## src/sv/fst_pkg.sv

```systemverilog
`timescale 1ns / 1ps
// ----------------------------------------------------------------------------
// fst_pkg: shared definitions for the format string tokeniser
// Token kinds, register indices, character constants and the token record.
// ----------------------------------------------------------------------------
package fst_pkg;

  // Default width of the internal run, width and precision counters.
  localparam int COUNT_BITS_DEF = 16;

  // Entries in the result queue.
  localparam int QUEUE_DEPTH = 4;

  // Width of the configuration register index.
  localparam int CFG_IDX_W = 3;

  // Configuration register indices.
  localparam logic [CFG_IDX_W-1:0] CFG_SPECIAL = 3'd0;
  localparam logic [CFG_IDX_W-1:0] CFG_SPEC_D  = 3'd1;
  localparam logic [CFG_IDX_W-1:0] CFG_SPEC_F  = 3'd2;
  localparam logic [CFG_IDX_W-1:0] CFG_SPEC_S  = 3'd3;
  localparam logic [CFG_IDX_W-1:0] CFG_SPEC_P  = 3'd4;
  localparam logic [CFG_IDX_W-1:0] CFG_SPEC_X  = 3'd5;

  // Reset values of the configuration registers.
  localparam logic [7:0] RST_SPECIAL = 8'd37;
  localparam logic [7:0] RST_SPEC_D  = 8'd100;
  localparam logic [7:0] RST_SPEC_F  = 8'd102;
  localparam logic [7:0] RST_SPEC_S  = 8'd115;
  localparam logic [7:0] RST_SPEC_P  = 8'd112;
  localparam logic [7:0] RST_SPEC_X  = 8'd120;

  // Fixed characters recognised inside a spec.
  localparam logic [7:0] CH_NUL   = 8'h00;
  localparam logic [7:0] CH_MINUS = 8'h2D;
  localparam logic [7:0] CH_PLUS  = 8'h2B;
  localparam logic [7:0] CH_DOT   = 8'h2E;
  localparam logic [7:0] CH_ZERO  = 8'h30;
  localparam logic [7:0] CH_NINE  = 8'h39;

  // Token kinds.
  typedef enum logic [3:0] {
    KIND_TEXT    = 4'd0,
    KIND_LITERAL = 4'd1,
    KIND_D       = 4'd2,
    KIND_F       = 4'd3,
    KIND_S       = 4'd4,
    KIND_P       = 4'd5,
    KIND_X       = 4'd6,
    KIND_ERROR   = 4'd7,
    KIND_END     = 4'd8
  } kind_t;

  // Flags gathered while a spec is open.
  typedef struct packed {
    logic err;
    logic flag_seen;
    logic left;
    logic dot;
    logic wid;
    logic prec;
  } spec_flags_t;

  // One result beat.
  typedef struct packed {
    kind_t       kind;
    logic [15:0] token_length;
    logic [15:0] field_width;
    logic [15:0] precision_value;
    logic        width_given;
    logic        precision_given;
    logic        left_align;
    logic        last;
  } token_t;

endpackage

```

## src/sv/format_spec_tokenizer.sv

```systemverilog
// A result beat is written into the result queue on the cycle after the input beat that causes it.
// Throughput: one input byte per cycle while the result queue holds two entries or fewer; a
// byte that yields two tokens (a text run or an open spec closed by the end byte) pushes both,
// and the single result port drains them from the four-entry result queue.
// Reset (synchronous, rst_n low): registers return to their default characters,
// the tokeniser returns to a text run with all counters and flags clear, queue empty.
`timescale 1ns / 1ps
// ----------------------------------------------------------------------------
// format_spec_tokenizer: format string tokeniser
// Splits a zero-terminated format string, one byte per beat, into text runs
// and conversion specs with their flags, width and precision.
// ----------------------------------------------------------------------------
module format_spec_tokenizer #(
  parameter int COUNT_BITS = fst_pkg::COUNT_BITS_DEF
) (
  input  logic                       clk,
  input  logic                       rst_n,
  // Input stream: in_tdata = in_byte[7:0].
  input  logic                       in_tvalid,
  output logic                       in_tready,
  input  logic [7:0]                 in_tdata,
  // Result stream: out_tuser = kind[3:0].
  // out_tdata = token_length[15:0], field_width[31:16], precision_value[47:32],
  // width_given[48], precision_given[49], left_align[50], zero pad[55:51].
  output logic                       out_tvalid,
  input  logic                       out_tready,
  output logic [55:0]                out_tdata,
  output logic [3:0]                 out_tuser,
  output logic                       out_tlast,
  // Configuration write channel.
  input  logic                       cfg_valid,
  output logic                       cfg_ready,
  input  logic [fst_pkg::CFG_IDX_W-1:0] cfg_index,
  input  logic [7:0]                 cfg_data
);

  import fst_pkg::*;

  localparam int CB = COUNT_BITS;
  localparam logic [CB-1:0] CNT_MAX = {CB{1'b1}};
  localparam int PTR_W = $clog2(QUEUE_DEPTH);
  localparam int CNT_W = $clog2(QUEUE_DEPTH + 1);

  // Configuration registers.
  logic [7:0] special_r, spec_d_r, spec_f_r, spec_s_r, spec_p_r, spec_x_r;

  // Tokeniser state.
  logic          in_spec_r, in_spec_nxt;
  logic [CB-1:0] run_r, run_nxt;
  logic [CB-1:0] wacc_r, wacc_nxt;
  logic [CB-1:0] pacc_r, pacc_nxt;
  spec_flags_t   flags_r, flags_nxt;

  // Result queue.
  token_t           queue_r [QUEUE_DEPTH];
  logic [PTR_W-1:0] wr_ptr_r, rd_ptr_r;
  logic [CNT_W-1:0] count_r;

  logic       in_fire, out_fire;
  logic [1:0] n_res;
  token_t     res0, res1;

  // Saturating helpers on the counter width.
  function automatic logic [15:0] sat16(input logic [CB-1:0] v);
    logic [31:0] ext;
    ext = 32'(v);
    return (ext > 32'd65535) ? 16'hFFFF : ext[15:0];
  endfunction

  function automatic logic [CB-1:0] sat_inc(input logic [CB-1:0] v);
    return (v == CNT_MAX) ? v : v + CB'(1);
  endfunction

  function automatic logic [CB-1:0] sat_digit(input logic [CB-1:0] v, input logic [3:0] d);
    logic [CB+4:0] r;
    r = (CB+5)'({v, 3'b000}) + (CB+5)'({v, 1'b0}) + (CB+5)'(d);
    return (r > (CB+5)'(CNT_MAX)) ? CNT_MAX : r[CB-1:0];
  endfunction

  function automatic token_t mk_tok(input kind_t k, input logic [CB-1:0] len,
                                    input logic spec, input logic [CB-1:0] w,
                                    input logic [CB-1:0] p, input spec_flags_t f);
    token_t t;
    t.kind            = k;
    t.token_length    = sat16(len);
    t.field_width     = spec ? sat16(w) : 16'd0;
    t.precision_value = spec ? sat16(p) : 16'd0;
    t.width_given     = spec & f.wid;
    t.precision_given = spec & f.prec;
    t.left_align      = spec & f.left;
    t.last            = 1'b0;
    return t;
  endfunction

  assign cfg_ready = 1'b1;
  assign in_tready = (count_r <= CNT_W'(QUEUE_DEPTH - 2));
  assign in_fire   = in_tvalid && in_tready;
  assign out_tvalid = (count_r != '0);
  assign out_fire  = out_tvalid && out_tready;

  // Configuration writes; indices beyond the list are ignored.
  always_ff @(posedge clk) begin
    if (!rst_n) begin
      special_r <= RST_SPECIAL;
      spec_d_r  <= RST_SPEC_D;
      spec_f_r  <= RST_SPEC_F;
      spec_s_r  <= RST_SPEC_S;
      spec_p_r  <= RST_SPEC_P;
      spec_x_r  <= RST_SPEC_X;
    end else if (cfg_valid && cfg_ready) begin
      unique case (cfg_index)
        CFG_SPECIAL: special_r <= cfg_data;
        CFG_SPEC_D:  spec_d_r  <= cfg_data;
        CFG_SPEC_F:  spec_f_r  <= cfg_data;
        CFG_SPEC_S:  spec_s_r  <= cfg_data;
        CFG_SPEC_P:  spec_p_r  <= cfg_data;
        CFG_SPEC_X:  spec_x_r  <= cfg_data;
        default: ;
      endcase
    end
  end

  // Per-byte decode: next state and up to two tokens.
  always_comb begin
    logic [7:0]    b;
    logic          close;
    kind_t         k;
    logic [CB-1:0] run_inc;
    b           = in_tdata;
    close       = 1'b0;
    k           = KIND_ERROR;
    run_inc     = sat_inc(run_r);
    in_spec_nxt = in_spec_r;
    run_nxt     = run_r;
    wacc_nxt    = wacc_r;
    pacc_nxt    = pacc_r;
    flags_nxt   = flags_r;
    n_res       = 2'd0;
    res0        = mk_tok(KIND_END, '0, 1'b0, '0, '0, '0);
    res1        = res0;
    if (!in_spec_r) begin
      // Text run.
      priority if (b == CH_NUL) begin
        if (run_r != '0) begin
          res0  = mk_tok(KIND_TEXT, run_r, 1'b0, '0, '0, '0);
          n_res = 2'd2;
        end else begin
          n_res = 2'd1;
        end
        in_spec_nxt = 1'b0;
        run_nxt     = '0;
        wacc_nxt    = '0;
        pacc_nxt    = '0;
        flags_nxt   = '0;
      end else if (b == special_r) begin
        if (run_r != '0) begin
          res0  = mk_tok(KIND_TEXT, run_r, 1'b0, '0, '0, '0);
          n_res = 2'd1;
        end
        in_spec_nxt = 1'b1;
        run_nxt     = CB'(1);
        wacc_nxt    = '0;
        pacc_nxt    = '0;
        flags_nxt   = '0;
      end else begin
        run_nxt = run_inc;
      end
    end else if (b == CH_NUL) begin
      // Unterminated spec: error token with the bytes so far, then the end marker.
      res0        = mk_tok(KIND_ERROR, run_r, 1'b1, wacc_r, pacc_r, flags_r);
      n_res       = 2'd2;
      in_spec_nxt = 1'b0;
      run_nxt     = '0;
      wacc_nxt    = '0;
      pacc_nxt    = '0;
      flags_nxt   = '0;
    end else begin
      // Open spec: gather flags, width and precision, or close.
      priority if (b == special_r) begin
        close = 1'b1;
        k     = (run_r == CB'(1) && !flags_r.err) ? KIND_LITERAL : KIND_ERROR;
      end else if (b == CH_MINUS || b == CH_PLUS) begin
        if (flags_r.flag_seen) flags_nxt.err = 1'b1;
        if (b == CH_MINUS) flags_nxt.left = 1'b1;
        flags_nxt.flag_seen = 1'b1;
      end else if (b >= CH_ZERO && b <= CH_NINE) begin
        if (!flags_r.dot) begin
          wacc_nxt      = sat_digit(wacc_r, b[3:0]);
          flags_nxt.wid = 1'b1;
        end else begin
          pacc_nxt       = sat_digit(pacc_r, b[3:0]);
          flags_nxt.prec = 1'b1;
        end
      end else if (b == CH_DOT) begin
        if (flags_r.dot) flags_nxt.err = 1'b1;
        flags_nxt.dot = 1'b1;
      end else if (b == spec_d_r) begin
        close = 1'b1;
        k     = KIND_D;
      end else if (b == spec_f_r) begin
        close = 1'b1;
        k     = KIND_F;
      end else if (b == spec_s_r) begin
        close = 1'b1;
        k     = KIND_S;
      end else if (b == spec_p_r) begin
        close = 1'b1;
        k     = KIND_P;
      end else if (b == spec_x_r) begin
        close = 1'b1;
        k     = KIND_X;
      end else begin
        close = 1'b0;
      end
      run_nxt = run_inc;
      if (close) begin
        if (flags_nxt.err) k = KIND_ERROR;
        res0        = mk_tok(k, run_inc, 1'b1, wacc_nxt, pacc_nxt, flags_nxt);
        n_res       = 2'd1;
        in_spec_nxt = 1'b0;
        run_nxt     = '0;
        wacc_nxt    = '0;
        pacc_nxt    = '0;
        flags_nxt   = '0;
      end
    end
    // Mark the final token caused by this byte.
    if (n_res == 2'd1) res0.last = 1'b1;
    res1.last = 1'b1;
  end

  // Tokeniser state registers.
  always_ff @(posedge clk) begin
    if (!rst_n) begin
      in_spec_r <= 1'b0;
      run_r     <= '0;
      wacc_r    <= '0;
      pacc_r    <= '0;
      flags_r   <= '0;
    end else if (in_fire) begin
      in_spec_r <= in_spec_nxt;
      run_r     <= run_nxt;
      wacc_r    <= wacc_nxt;
      pacc_r    <= pacc_nxt;
      flags_r   <= flags_nxt;
    end
  end

  // Result queue storage.
  always_ff @(posedge clk) begin
    if (in_fire && n_res != 2'd0) begin
      queue_r[wr_ptr_r] <= res0;
      if (n_res == 2'd2) queue_r[wr_ptr_r + PTR_W'(1)] <= res1;
    end
  end

  // Result queue pointers and fill count.
  always_ff @(posedge clk) begin
    if (!rst_n) begin
      wr_ptr_r <= '0;
      rd_ptr_r <= '0;
      count_r  <= '0;
    end else begin
      if (in_fire) wr_ptr_r <= wr_ptr_r + PTR_W'(n_res);
      if (out_fire) rd_ptr_r <= rd_ptr_r + PTR_W'(1);
      count_r <= count_r + CNT_W'(in_fire ? n_res : 2'd0) - CNT_W'(out_fire);
    end
  end

  // Output beat from the head of the queue.
  token_t head;
  assign head      = queue_r[rd_ptr_r];
  assign out_tdata = {5'b00000, head.left_align, head.precision_given, head.width_given,
                      head.precision_value, head.field_width, head.token_length};
  assign out_tuser = head.kind;
  assign out_tlast = head.last;

  // The queue never overfills.
  a_no_overflow: assert property (@(posedge clk) disable iff (!rst_n)
    count_r <= CNT_W'(QUEUE_DEPTH))
    else $error("result queue overflow");

  // An accepted end byte always pushes the end marker and leaves the tokeniser clear.
  a_end_clears: assert property (@(posedge clk) disable iff (!rst_n)
    (in_fire && in_tdata == CH_NUL) |=>
      (!in_spec_r && run_r == '0 && flags_r == '0 && count_r != '0))
    else $error("end byte did not clear state");

  // Inside a spec the byte count is never zero.
  a_spec_count: assert property (@(posedge clk) disable iff (!rst_n)
    in_spec_r |-> (run_r != '0))
    else $error("open spec with zero length");

  // A spec opener from text moves into a spec with length one.
  a_open_spec: assert property (@(posedge clk) disable iff (!rst_n)
    (in_fire && !in_spec_r && in_tdata != CH_NUL && in_tdata == special_r) |=>
      (in_spec_r && run_r == CB'(1)))
    else $error("spec opener not taken");

endmodule
```

## config.mk

```make
export PLATFORM = sky130hd
export DESIGN_NAME = format_spec_tokenizer
export DESIGN_NICKNAME = d
export VERILOG_FILES = /design/src/sv/fst_pkg.sv /design/src/sv/format_spec_tokenizer.sv
export SDC_FILE = /design/constraint.sdc
export NUM_CORES = 1
export LEC_CHECK = 0
export BUFFER_PORTS_ARGS = -buffer_cell sky130_fd_sc_hd__buf_2
export CAP_MARGIN = 20
export CORE_MARGIN = 1
export CORE_UTILIZATION = 47
export CTS_BUF_LIST = sky130_fd_sc_hd__clkbuf_8 sky130_fd_sc_hd__clkbuf_16
export CTS_CLUSTER_DIAMETER = 60
export DETAILED_ROUTE_END_ITERATION = 8
export MAX_ROUTING_LAYER = met4
export SETUP_SLACK_MARGIN = 0.5
export SLEW_MARGIN = 20
export SYNTH_ARGS = -nofsm -noshare
export SYNTH_HDL_FRONTEND = slang
export SYNTH_SLANG_ARGS = --single-unit
```

## constraint.sdc

```tcl
create_clock -name clk -period 4.9 [get_ports clk]
set_input_delay 0.98 -clock clk [delete_from_list [all_inputs] [get_ports clk]]
set_output_delay 0.98 -clock clk [all_outputs]
set_load 0.01 [all_outputs]
```

==> out/metrics.yaml, run 1 <==
status: "finished clean"
hold_path_class: "flip-flop to flip-flop"
wirelength_um: 46000
clk_pin_slew_ns: 0.06
rsz0062_at_grt: "false"
drc: 0
root_buffer: "clkbuf_16"
fin_skew_ns: 0.0116
hold_viol: 0
design_area_um2: 18800
power_density_nw_per_um2: 337
cts_buffers: 40
critPathTopFamily: "compound AO/OA/AOI/OAI gates"
layout-drive-gt1-share_pct: 14.8
place.port_buffers: 81
critPathMaxStageDelay_ns: 0.54
num_vias: 14100
dpl_cell_area_um2: 17500
grt_util_met2_pct: 41.8
path_buf_inv: 3
startpoint_type: "input pin"
grt_overflow: 0
wl_per_cell_um: 19.6
grt_start_max_net_pins: 79
synth_top_area_share_pct: 39.9
ir_drop_uv: 269
crit_type: "input pin to flip-flop"
met3_usage_pct: 3.45
cts_tree: "yes"
synthFlopType: "dfxtp_1"
met1_usage_pct: 33.4
cp-startpoint: "in_tdata[3]"
cts.sinks: 336
ys_seq_area_share_pct: 39.9
h-tree-depth: 2
area_delta_synth_final_pct: 11.9
ys_ff_latch: 336
nets: 1958
yosysWarningCount: 0
cpMostUsedCell: "o21ai_0"
setup_viol: 0
rows: 68
crit_slowest_cell: "fa_1"
r2r_slack_ns: 0.97
slew_violations: 0
syn_area_um2: 16800
antenna_found_initial: 0
floorplan.die.width_um: 191
die_area_um2: 36600
ff2ff_path_depth: 10
synth_edf_count: 0
grt_pass1_wl_um: 73400
top_usage_layer: "met2"
period_share_pct: 83.8
ys_types: 83
clockBufferDepth: 3
syn_avg_cell_area_um2: 9.20
path_cells: "buf_2 -> buf_4 -> fa_1 -> fa_1 -> a211oi_1 -> o21ai_0 -> o21ai_0 -> o21ai_0 -> xor2_1 -> a2111o_1 -> buf_4 -> o311ai_0 -> nand3_1"
cap_violations: 0
ios: 88
cp-endpoint: "pacc_r[10]"
r2r_end: "wacc_r[15]"
ys_async_sr_fraction_pct: 0
grt_pass1_vias: 13600
vias_per_cell: 6.03
drtAntennaViolNets: 0
fin_crit_ns: 4.11
max_slew_margin_pct: 34.0
clock_latency_ns: 0.53
end_kind: "flip-flop"
yosysTopAreaCell: "dfxtp_1"
worst-path-stages: 13
tns_ns: 0
critPathRequiredTime_ns: 5.29
drt_first_pass_iters: 8
worstMarginPinSlew_ns: 0.988
synth.top_cells.by_count: "dfxtp_1 (336), nand2_1 (256), a21oi_1 (145)"
yosys-top-cells-area: "dfxtp_1 (40%), mux4_2 (7.5%), nand2_1 (5.7%)"
synthCells: 1830
synth_most_common_cell: "dfxtp_1"
fmax_mhz: 243
core_area_um2: 34900
r2r-start: "wacc_r[2]"
detail_route.iter0.violations: 828
initial_core_util_pct: 48.3
track_usage_pct: 25.9
cp_max_fo: 17
hpwlAfterDp_um: 30700
arrival_ns: 4.50
die_h_um: 191
gp_congestion: 0.880
antennaDiodeCount: 0
p_leak_nw: 7.23
## worst min-delay path by stage
stage	start	to	slack (ns)	cells past startpoint
after floorplan	queue_r[1][10]	queue_r[1][10]	0.43	1
after global placement	queue_r[2][22]	queue_r[2][22]	0.44	2
after detailed placement	queue_r[1][25]	queue_r[1][25]	0.44	1
after CTS	queue_r[3][1]	queue_r[3][1]	0.45	2
after global routing	queue_r[2][3]	queue_r[2][3]	0.47	2
final	queue_r[2][3]	queue_r[2][3]	0.45	2
## registers in the layout, indices dropped and copies added, names as in the netlist, 8 cells and up, named ones only
register	cells
run_r	16
spec_d_r	8
special_r	8
spec_s_r	8
spec_f_r	8
spec_p_r	8
queue_r	224
pacc_r	16
wacc_r	16
spec_x_r	8
## logic make-up (layout without fill, tap and decap cells)
| logic type | Yosys count | in the layout | synth area share (%) |
|---|---|---|---|
| compound gates | 535 | 535 | 21.9 |
| xor+xnor | 82 | 82 | 4.31 |
| flops | 336 | 336 | 39.9 |
| simple gates | 585 | 585 | 16.4 |
| mux | 58 | 58 | 7.62 |
| fa+ha+maj | 74 | 74 | 5.72 |
| other cells | 2 | 6 | 0.0446 |
| buf+inv | 158 | 210 | 4.06 |
## cell type report
class | count | area (um^2)
Clock buffer | 51 | 1170
Timing Repair Buffer | 117 | 676
Fill cell | 3240 | 16000
Multi-Input combinational cell | 1340 | 9480
Tap cell | 455 | 569
Inverter | 25 | 93.8
Sequential cell | 336 | 6730
Clock inverter | 17 | 121
## worst register-to-register path: stages (launching register included)
cell      delay, ns
dfxtp_1        0.44
fa_1           0.51
fa_1           0.48
a21o_1         0.22
a221oi_2       0.30
nand4b_1       0.18
nand2_1        0.09
o31ai_1        0.28
mux2_2         0.40
or4_4          0.65
o221a_2        0.29
## through the flow
step                worst slack [ns]  hold WS [ns]  util [%]  power (mW)  std cells
finish                         0.792         0.450      54.0        6.35       2341
global route                   0.515         0.467      54.0        6.59       2341
CTS                            0.635         0.451      54.0        6.42       2341
detailed placement            0.0948         0.441      50.3        3.54       2273
global placement               0.181         0.436      50.3        3.53       2273
floorplan                      0.565         0.427         -        3.34       1834
## power by group
| group | switching, mW | total (mW) | internal [mW] | leakage, nW |
|---|---|---|---|---|
| sequential | 0.110 | 2.90 | 2.79 | 2.71 |
| clock | 1.14 | 2.88 | 1.74 | 0.671 |
| combinational | 0.325 | 0.575 | 0.250 | 3.85 |
| total | 1.58 | 6.35 | 4.77 | 7.23 |
## routing by layer
metal	share of wire, %	wire length [um]
met1	45	20900
met2	48	21900
met3	4.3	1960
met4	2.7	1250
met5	0	0
## layout by cell type (no fill, tap or decap), types with 18 or more instances in the layout
cell,n
mux4_2,56
nor3_1,23
nor2_1,97
buf_2,81
clkbuf_16,42
a21oi_1,145
ha_1,69
buf_4,36
a211oi_1,18
nand2_1,256
xor2_1,49
xnor2_1,31
and2_1,19
dfxtp_1,334
inv_1,29
nor4_1,24
a21boi_0,28
o2bb2ai_1,108
and3_1,18
nand3_1,74
o21ai_0,94
## repair_timing
action,4_1_cts,5_1_grt
gates resized for setup,0,1
endpoints found under the setup margin,0,15
setup buffers,0,0
hold buffers,0,0
(Power assumes the default switching activity.)
==> inputs of run 2 (changes only) <==
==> constraint.sdc (replaced) <==
create_clock -name clk -period 4.1 [get_ports clk]
set_input_delay 0.82 -clock clk [delete_from_list [all_inputs] [get_ports clk]]
set_output_delay 0.82 -clock clk [all_outputs]
set_load 0.01 [all_outputs]
==> out/metrics.yaml, run 2 (synthesized netlist as in run 1, its figures left out) <==
critPathTopFamily: "compound AO/OA/AOI/OAI gates"
slew_violations: 0  # unchanged
dp_cells: 2317  # +1.9%
max_slew_margin_pct: 32.4  # -1.6 points
status: "finished clean"
startpoint_type: "input pin"
cts_buffers: 39  # -2.5%
period_share_pct: 87.1
worstMarginPinSlew_ns: 1.01  # +0.0235 ns
regMostFlops: "queue_r"
critPathRequiredTime_ns: 4.51  # -0.78 ns
fin_skew_ns: 0.0214  # +0.00976 ns
cap_violations: 0  # unchanged
cp_max_fo: 8  # -9
ctsHoldBuffers: 0  # unchanged
rsz0062_at_grt: "true"
final_common_cell: "dfxtp_1"
hold_viol: 0  # unchanged
clock_latency_ns: 0.54  # about the same
grt_overflow: 0  # unchanged
r2r-start: "wacc_r[0]"
antennaDiodeCount: 0  # unchanged
path_cells: "buf_2 -> ha_4 -> ha_4 -> fa_2 -> a21o_1 -> a221oi_2 -> nand4b_1 -> nand2_2 -> o31ai_4 -> mux2_4 -> or4_4 -> buf_6 -> o221a_2"
die_h_um: 191  # unchanged
top_usage_layer: "met2"
cp-startpoint: "in_tdata[2]"
critPathMaxStageDelay_ns: 0.51  # -0.03 ns
final_cell_count_no_fill: 2386  # +1.9%
layout-drive-gt1-share_pct: 18.5  # +3.7 points
floorplan.die.width_um: 191  # unchanged
met1_usage_pct: 37.8  # +4.4 points
h-tree-depth: 2  # unchanged
path_buf_inv: 2  # -1
grt_start_max_net_pins: 94  # +19%
antenna_found_initial: 0  # unchanged
gp_congestion: 0.849  # -3.5%
wl_per_cell_um: 19.7  # +0.41%
setup_viol: 0  # unchanged
hpwlAfterDp_um: 31400  # +2.4%
core_area_um2: 34900  # unchanged
fin_crit_ns: 3.57
clockBufferDepth: 3  # unchanged
root_buffer: "clkbuf_16"
num_vias: 14300  # +0.99%
cts_tree: "yes"
holdCritStartpoint: "queue_r[3][2]"
nets: 2005  # +2.4%
cts.sinks: 336  # unchanged
design_area_um2: 19500  # +3.3%
area_delta_synth_final_pct: 15.6
drt_first_pass_iters: 5  # -3
grt_pass1_vias: 13800  # +1.7%
fmax_mhz: 280
grt_util_met2_pct: 40.6  # -1.3 points
power_density_nw_per_um2: 388  # +15%
p_total_mw: 7.56  # +19%
die_area_um2: 36600  # unchanged
p_leak_nw: 7.46  # +3.1%
ir_drop_uv: 328  # +22%
wirelength_um: 47000  # +2.3%
initial_core_util_pct: 48.3  # unchanged
vias_per_cell: 5.97  # -0.91%
ios: 88  # unchanged
crit_type: "input pin to flip-flop"
final_util_pct: 55.8  # +1.8 points
final_cell_mix: "dfxtp_1 (331), nand2_1 (255), a21oi_1 (144), o2bb2ai_1 (108), nor2_1 (96)"
clk_pin_slew_ns: 0.05  # about the same
cpMostUsedCell: "ha_4"
detail_route.iter0.violations: 993  # +20%
crit_slowest_cell: "or4_4"
hold_ws_ns: 0.450  # -0.000736 ns
hold_path_class: "flip-flop to flip-flop"
rows: 68  # unchanged
place.port_buffers: 81  # unchanged
drtAntennaViolNets: 0  # unchanged
grt_pass1_wl_um: 75700  # +3.1%
arrival_ns: 3.98  # -0.52 ns
drc: 0  # unchanged
dpl_cell_area_um2: 18000  # +2.7%
met3_usage_pct: 2.96  # -0.50 points
end_kind: "flip-flop"
track_usage_pct: 26.7  # +0.82 points
largest_reg_flops: 224  # unchanged
==> run 2: timing repair <==
action	4_1_cts	5_1_grt
endpoints found under the setup margin	19	29
setup buffers	1	2
gates cloned	1	0
pin swaps	2	9
resized for setup	10	33
==> run 2: per-stage QoR <==
step / TNS, ns / setup WS (ns)
floorplan: 0 / 0.143
global placement: -0.118 / -0.0209
detailed placement: -0.765 / -0.0900
CTS: 0 / 0.479
global route: 0 / 0.435
finish: 0 / 0.531
==> run 2: final timing paths <==
| check | depth (start not counted) | endpoint | slack [ns] |
|---|---|---|---|
| hold reg to reg | 2 | queue_r[3][2] | 0.45 |
| setup reg to reg | 11 | wacc_r[15] | 0.55 |
| hold / removal | 2 | queue_r[3][2] | 0.45 |
| setup / recovery | 13 | wacc_r[15] | 0.53 |
==> run 2: per-layer routing <==
layer,vias up,routed length [um]
met5,-,0
met4,0,788
met3,55,2010
met2,345,21200
met1,6980,23100
li1,6872,-
==> run 2: worst register-to-register path, stage by stage (launching register included) <==
cell,delay [ns]
dfxtp_2,0.35
fa_1,0.52
fa_2,0.37
a21o_1,0.21
a221oi_2,0.26
nand4b_1,0.18
nand2_2,0.09
o31ai_4,0.19
mux2_4,0.33
or4_4,0.51
buf_6,0.17
o221a_2,0.24
==> run 2: layout make-up <==
cell class | instances | area, um^2
Inverter | 25 | 93.8
Clock inverter | 19 | 164
Tap cell | 455 | 569
Sequential cell | 336 | 6740
Fill cell | 3191 | 15400
Clock buffer | 46 | 1070
Timing Repair Buffer | 165 | 1120
Multi-Input combinational cell | 1340 | 9710
==> run 2: power by group <==
| part | switching, mW | internal, mW |
|---|---|---|
| Sequential | 0.124 | 3.33 |
| Clock | 1.38 | 1.99 |
| Combinational | 0.410 | 0.330 |
==> inputs of run 3 (changes only) <==
--- a/config.mk
+++ b/config.mk
@@ -13,6 +13,7 @@
 export CTS_CLUSTER_DIAMETER = 60
 export DETAILED_ROUTE_END_ITERATION = 8
 export MAX_ROUTING_LAYER = met4
+export RECOVER_POWER = 100
 export SETUP_SLACK_MARGIN = 0.5
 export SLEW_MARGIN = 20
 export SYNTH_ARGS = -nofsm -noshare
==> out/metrics.yaml, run 3 (synthesized netlist as in run 1, its figures left out) <==
status: "finished clean"
place.port_buffers: 81  # unchanged
core_area_um2: 34900  # unchanged
detail_route.iter0.violations: 953  # -4.0%
met1_usage_pct: 37.8  # unchanged
rows: 68  # unchanged
ctsHoldBuffers: 0  # unchanged
drtAntennaViolNets: 0  # unchanged
ios: 88  # unchanged
wl_per_cell_um: 19.7  # +0.13%
initial_core_util_pct: 48.3  # unchanged
hold_ws_ns: 0.449  # -0.000160 ns
critPathMaxStageDelay_ns: 0.54  # +0.03 ns
cts.sinks: 336  # unchanged
drc: 0  # unchanged
regMostFlops: "queue_r"
worstMarginPinSlew_ns: 1.16  # +0.148 ns
clockBufferDepth: 3  # unchanged
gp_congestion: 0.849  # unchanged
cap_violations: 0  # unchanged
layout-drive-gt1-share_pct: 14.0  # -4.5 points
hold_path_class: "flip-flop to flip-flop"
hold_viol: 0  # unchanged
num_vias: 14300  # -0.014%
floorplan.die.width_um: 191  # unchanged
final_common_cell: "dfxtp_1"
pre_cts_ws_ns: -0.0900  # unchanged
cp_max_fo: 7  # -1
power_density_nw_per_um2: 392  # +0.87%
tns_ns: 0  # unchanged
path_cells: "buf_2 -> ha_4 -> ha_4 -> fa_2 -> a21o_1 -> a221oi_2 -> nand4b_1 -> nand2_2 -> o31ai_4 -> mux2_4 -> or4_1 -> clkbuf_1 -> o221a_1"
fmax_mhz: 268  # -4.2%
setup_viol: 0  # unchanged
max_slew_margin_pct: 22.6  # -9.8 points
nets: 2005  # unchanged
grt_pass1_vias: 13800  # unchanged
grt_util_met2_pct: 40.6  # unchanged
fin_crit_ns: 3.73  # +0.157 ns
hpwlAfterDp_um: 31400  # unchanged
final_util_pct: 55.2  # -0.57 points
die_area_um2: 36600  # unchanged
arrival_ns: 4.14  # +0.16 ns
ir_drop_uv: 326  # -0.53%
final_cell_mix: "dfxtp_1 (331), nand2_1 (255), a21oi_1 (145), o2bb2ai_1 (108), nor2_1 (97)"
largest_reg_flops: 224  # unchanged
met3_usage_pct: 2.96  # unchanged
wirelength_um: 47100  # +0.13%
cts_buffers: 39  # unchanged
end_kind: "flip-flop"
area_delta_synth_final_pct: 14.5
crit_type: "input pin to flip-flop"
die_h_um: 191  # unchanged
drt_first_pass_iters: 5  # unchanged
slew_violations: 0  # unchanged
top_usage_layer: "met2"
vias_per_cell: 5.97  # about the same
clk_pin_slew_ns: 0.05  # about the same
p_leak_nw: 7.14  # -4.4%
grt_pass1_wl_um: 75700  # unchanged
startpoint_type: "input pin"
track_usage_pct: 26.7  # unchanged
fin_skew_ns: 0.0189  # -0.00252 ns
antenna_found_initial: 0  # unchanged
grt_start_max_net_pins: 94  # unchanged
grt_overflow: 0  # unchanged
cpMostUsedCell: "ha_4"
fin_ws_ns: 0.373  # -0.157 ns
h-tree-depth: 2  # unchanged
crit_slowest_cell: "or4_1"
critPathRequiredTime_ns: 4.51  # about the same
root_buffer: "clkbuf_16"
cts_tree: "yes"
rsz0062_at_grt: "true"
period_share_pct: 90.9  # +3.8 points
clock_latency_ns: 0.54  # about the same
antennaDiodeCount: 0  # unchanged
## run 3: changes by cell type in the layout (fill, tap and decap cells not counted), moves of 4 or more
cell      change
clkbuf_1     +73
o311ai_0      +4
and2_1        -7
and2_0        +7
buf_2        -58
buf_4        -16
o311ai_1      -4
## run 3: final cells by class
cell class                      count  area, um^2
Fill cell                        3253       15600
Multi-Input combinational cell   1340        9650
Sequential cell                   336        6730
Clock buffer                       46        1070
Timing Repair Buffer              165         987
Tap cell                          455         569
Clock inverter                     19         164
Inverter                           25        93.8
## run 3: stage by stage
step,area [um^2],cells,power (mW)
2_1_floorplan,16900,1834,3.99
4_1_cts,19300,2384,7.62
3_3_place_gp,18000,2317,4.25
3_5_place_dp,18000,2317,4.26
5_1_grt,19300,2386,7.83
6_report,19300,2386,7.55
## run 3: power by group
group,leakage [nW],total [mW],internal (mW),switching [mW]
sequential,2.71,3.45,3.33,0.124
clock,0.634,3.37,1.99,1.38
combinational,3.79,0.729,0.319,0.410
## run 3: final timing paths
path                       from       endpoint  slack [ns]  cells after the start
setup / recovery    in_tdata[2]     wacc_r[10]        0.37                     13
hold / removal    queue_r[3][2]  queue_r[3][2]        0.45                      2
setup reg to reg      wacc_r[0]     wacc_r[10]        0.39                     11
hold reg to reg   queue_r[3][2]  queue_r[3][2]        0.45                      2
## run 3: worst max-delay path, delay by kind of cell
kind                       cells  cell delay [ns]
muxes                          1             0.33
buffers and inverters          2             0.46
AOI/OAI and AO/OA              4             0.93
and+or+nand+nor                3             0.81
adders and majority gates      3             0.79
## run 3: metal layers
metal	up-vias	share of wire (%)
met5	-	0
met4	0	1.6
met3	53	4.7
met2	366	45
met1	6962	49
li1	6869	-
## run 3: what timing repair did
action                     4_1_cts  5_1_grt
buffers inserted                 1        2
setup endpoints to repair       19       29
cloned                           1        0
resized for setup               10       33
pin swaps                        2        9
